### config.mk
export PLATFORM = sky130hd
export DESIGN_NAME = decv_div_lane
export DESIGN_NICKNAME = d
export VERILOG_FILES = /design/src/hw/rtl/decv_pkg.sv /design/src/hw/rtl/decv_div_lane.sv
export SDC_FILE = /design/constraint.sdc
export NUM_CORES = 2
export LEC_CHECK = 0
export ABC_AREA = 0
export BUFFER_PORTS_ARGS = -buffer_cell sky130_fd_sc_hd__buf_2
export CAP_MARGIN = 10
export CORE_ASPECT_RATIO = 1.4
export CORE_UTILIZATION = 35
export CTS_CLUSTER_SIZE = 20
export DETAILED_ROUTE_END_ITERATION = 10
export PLACE_DENSITY_LB_ADDON = 0.25
export SYNTH_ARGS = -nofsm -noshare
export SYNTH_HDL_FRONTEND = slang
export SYNTH_SLANG_ARGS = --single-unit
### constraint.sdc
create_clock -name clk -period 4.08 [get_ports clk]
set_clock_uncertainty 0.15 [all_clocks]
set_input_delay 0.816 -clock clk [delete_from_list [all_inputs] [get_ports clk]]
set_output_delay 0.816 -clock clk [all_outputs]
set_load 0.01 [all_outputs]
### src/hw/rtl/decv_pkg.sv
// shared types, constants and the divider step for the disk collision velocity core
// no dependencies
package decv_pkg;

    // configuration register word indexes
    localparam logic [0:0] REG_DAMPING = 1'b0;
    localparam logic [15:0] DAMPING_RESET = 16'd29491;

    // unit length in q1.30 and the normal speed limit
    localparam logic [31:0] ONE_Q30 = 32'h4000_0000;
    localparam logic signed [38:0] VN_MAX = 39'sd4294967295;
    localparam logic signed [38:0] VN_MIN = -39'sd4294967295;
    localparam logic signed [41:0] OUT_MAX = 42'sd2147483647;
    localparam logic signed [41:0] OUT_MIN = -42'sd2147483648;

    localparam int DIV_STEPS = 32;

    typedef struct packed {
        logic signed [31:0] own_pos_x;
        logic signed [31:0] own_pos_y;
        logic signed [31:0] own_vel_x;
        logic signed [31:0] own_vel_y;
        logic signed [31:0] other_pos_x;
        logic signed [31:0] other_pos_y;
        logic signed [31:0] other_vel_x;
        logic signed [31:0] other_vel_y;
        logic [30:0]        center_distance;
        logic [30:0]        own_mass;
        logic [30:0]        partner_mass;
    } req_t;

    typedef struct packed {
        logic signed [31:0] new_vel_x;
        logic signed [31:0] new_vel_y;
        logic               degenerate;
    } rsp_t;

    // partial remainder, shifting numerator/quotient word and divisor
    typedef struct packed {
        logic [31:0] rem;
        logic [31:0] num;
        logic [31:0] den;
    } div_state_t;

    // velocities and flags that ride alongside the dividers
    typedef struct packed {
        logic signed [31:0] vx;
        logic signed [31:0] vy;
        logic signed [31:0] wx;
        logic signed [31:0] wy;
        logic               neg_x;
        logic               neg_y;
        logic               neg_a;
        logic               ovf_x;
        logic               ovf_y;
        logic               deg;
    } side_t;

    // one restoring division step: quotient bit enters at the low end
    function automatic div_state_t div_step(div_state_t s);
        logic [32:0] t;
        div_state_t  n;
        t = {s.rem, s.num[31]};
        n = s;
        if (t >= {1'b0, s.den})
        begin
            n.rem = 32'(t - {1'b0, s.den});
            n.num = {s.num[30:0], 1'b1};
        end
        else
        begin
            n.rem = t[31:0];
            n.num = {s.num[30:0], 1'b0};
        end
        return n;
    endfunction

endpackage

### src/hw/rtl/decv_div_lane.sv
// one lane of the pipelined restoring divider, one quotient bit per stage
// depends on decv_pkg
module decv_div_lane (
    input  logic               clk,
    input  logic               en,
    input  decv_pkg::div_state_t init,
    output logic [31:0]        quo
);
    import decv_pkg::*;

    div_state_t stage_reg [0:DIV_STEPS-1];

    always_ff @(posedge clk)
    begin
        if (en)
        begin
            stage_reg[0] <= div_step(init);
        end
    end

    for (genvar k = 1; k < DIV_STEPS; k++)
    begin : g_step
        always_ff @(posedge clk)
        begin
            if (en)
            begin
                stage_reg[k] <= div_step(stage_reg[k-1]);
            end
        end
    end

    assign quo = stage_reg[DIV_STEPS-1].num;

endmodule

==> results.yml <==
critical_path:
  reg2reg_depth: 17
  crit_end: "stage_reg[1][283]"
  crit_arrival_ps: 4670
  r2r_start: "stage_reg[1][175]"
  cp.required_ps: 4600
  worstSetupStartpointType: "flip-flop"
  cp-end-kind: "flip-flop"
  path_max_fanout: 7
  crit_start: "stage_reg[1][175]"
  ff2ff_setup_slack_ps: -70
  critPathKind: "flip-flop to flip-flop"
  crit-reg2reg-capture: "stage_reg[1][283]"
grt:
  antenna_found_initial: 5
  grt_first_pass_wirelength_mm: 570
  grt_max_degree: 144
  use_met1_pct: 12.3
  use_met3_pct: 1.88
  grt_pass1_vias: 103393
  met2_usage_pct: 36.6
  busiest_layer: "met2"
  groute.usage.overall_pct: 16.8
  grt.overflow.total: 0
yosys:
  postSynthAreaPerCell_um2: 12.4
  synth_edf_count: 3008
  synthCells: 12464
  ys_seq_elements: 3008
  synth_top_cells_by_area: "edfxtp_1 59%, ha_1 8.3%, mux2_2 3.7%"
  yosysMostFrequentCell: "edfxtp_1"
  ys_types: 90
  synth_area_um2: 154000
  ys_seq_area_share_pct: 58.6
  yosys.area.top_type_share_pct: 58.6
  synth_ff_type: "edfxtp_1"
  yosysWarningCount: 0
  synth_common_cells: "3008 x edfxtp_1, 1252 x inv_1, 1024 x ha_1"
  synthesis.nets: 13617
  synth_top_cell_by_area: "edfxtp_1"
  async_reset_ff_share_pct: 0
timing:
  setup_viol: 35
  setup_tns_ps: -1160
  hold_viol: 0
  tightest_slew_ps: 1220
  maxSlewViolCount: 0
  period_needed_ps: 4150
  hold_slack_ps: 102
  max_freq_ghz: 0.241
  period_share_pct: 102
  fin_ws_ps: -67.4
  rsz0062_at_grt: "yes"
  slew_headroom_pct: 18.1
clock_tree:
  numCtsBuffers: 320
  cts.sinks: 3008
  clkLatencyLatePin_ps: 1000
  clockBufferDepth: 4
  clkTransAtPathRegs_ps: 60
  cts_root_buf: "clkbuf_16"
  cts_tree: "yes"
  htree_levels: 5
finish:
  area_growth_pct: 18.8
  post_route_cells_drive_above_1_share_pct: 17.7
  n_fill_cell: 41297
  nNetsFinal: 14968
  largest_reg_flops: 3008
  stdcell_area_um2: 183000
pwr:
  ir_worst_vdd_v: 0.000396
  powerDensity_nw_per_um2: 807
  p_leak_nw: 74.0
  power_mw: 148
drt:
  drt_wl_total_mm: 385
  num_vias: 98628
  vias_per_cell: 4.96
  drt_iter0_markers: 4239
  avgRoutedWirePerCell_um: 19.4
  firstDrtPassIters: 5
  remaining_drc_errors: 0
  ant_nets: 0
place:
  dpl_worst_slack_ps: -512
  port_buffers: 129
  dpl.hpwl_mm: 295
  placed_cell_area_um2: 170000
  place.gp.congestion: 0.883
floorplan:
  start_util_pct: 35.1
  pin_count: 130
  die_h_um: 787
  die_x_um: 563
  num_rows: 288
  dieArea_um2: 443000
  core_um2: 439000
run_status:
  violations: "negative setup slack"
  status: "finished, violations left"
worst_hold_path:
  hold_path.class: "input pin to flip-flop"
flow_run:
  drv_cap: 0
## timing repair
action / 4_1_cts / 5_1_grt
gates resized for setup: 152 / 166
hold buffers: 80 / 0
endpoints found under the setup margin: 432 / 466
cloned: 10 / 5
buffers inserted: 18 / 21
pin swaps: 27 / 65
hold endpoints to repair: 80 / 0
## worst min path at each step
stage | from | end | slack, ps | cells after the start
6_report | init[89] | stage_reg[0][90] | 100 | 2
5_1_grt | init[89] | stage_reg[0][90] | 80 | 2
4_1_cts | init[89] | stage_reg[0][90] | 8 | 2
3_5_place_dp | stage_reg[0][910] | stage_reg[0][1007] | 250 | 0
3_3_place_gp | stage_reg[0][1293] | stage_reg[0][1390] | 250 | 0
2_1_floorplan | stage_reg[0][903] | stage_reg[0][1000] | 250 | 0
## critical path, cell delays in order (launching register included)
cell	delay (ps)
edfxtp_1	400
ha_1	320
nand3_1	120
or3_4	410
nor2_2	100
buf_4	110
o211ai_1	70
buf_4	170
a311oi_4	280
o31a_1	240
o21ai_1	80
buf_4	140
o211ai_1	240
a21oi_2	120
o21ai_4	150
buf_12	160
clkbuf_16	190
mux2_2	340
## stage by stage
stage | util, % | instances
CTS | 41.5 | 19847
detailed placement | 38.7 | 19162
global route | 41.7 | 19882
finish | 41.7 | 19883
floorplan | - | 12464
global placement | 38.7 | 19162
## where the power goes
part / internal (mW) / switching, mW / leakage [nW]
logic: 32.8 / 36.9 / 39.6
registers: 44.6 / 4.09 / 29.4
clock network: 16.6 / 12.7 / 5.03
total: 94.0 / 53.7 / 74.0
## final cells by class
type                    instances  area [um2]  share of cell area, %
inverters                    1253        4710                   2.57
clock buffers                 382        8280                   4.53
well taps                    5800        7260                   3.96
multi-input cells            7927       59300                   32.4
clock inverters               196        2130                   1.16
diodes                         12        30.0                 0.0164
repair buffers               1305       11000                   6.02
flip-flops and latches       3008       90300                   49.3
## routing by layer
layer,vias to the layer above,part of all wire (%)
li1,48743,-
met1,47380,29
met2,1489,60
met3,1016,2.3
met4,0,9.1
met5,-,0
## placed cells by master (no fill, tap or decap), types with 80 or more instances in the layout
cell type	count
a21o_1	536
a21oi_1	915
a31oi_1	88
buf_2	128
buf_4	993
clkbuf_16	328
dlygate4sd3_1	80
edfxtp_1	3008
ha_1	1010
inv_1	1246
mux2_2	505
nand2_1	660
nand2b_1	151
nand3_1	180
nand4_1	152
nor2_1	649
nor2b_1	140
nor3_1	126
o21a_1	137
o21ai_0	659
o21bai_1	112
xnor2_1	510
xor2_1	313
## cells by family (layout without fill, tap and decap cells)
| group | after synthesis | count (layout) | synth area share [%] |
|---|---|---|---|
| compound gates | 3098 | 3099 | 12.7 |
| simple gates | 2397 | 2397 | 7.42 |
| mux | 553 | 553 | 4.03 |
| other cells | 0 | 12 | 0 |
| flops | 3008 | 3008 | 58.6 |
| xor+xnor | 823 | 823 | 4.68 |
| buf+inv | 1530 | 3136 | 3.86 |
| fa+ha+maj | 1055 | 1055 | 8.72 |
No activity file was read; power rests on OpenSTA's default activity.
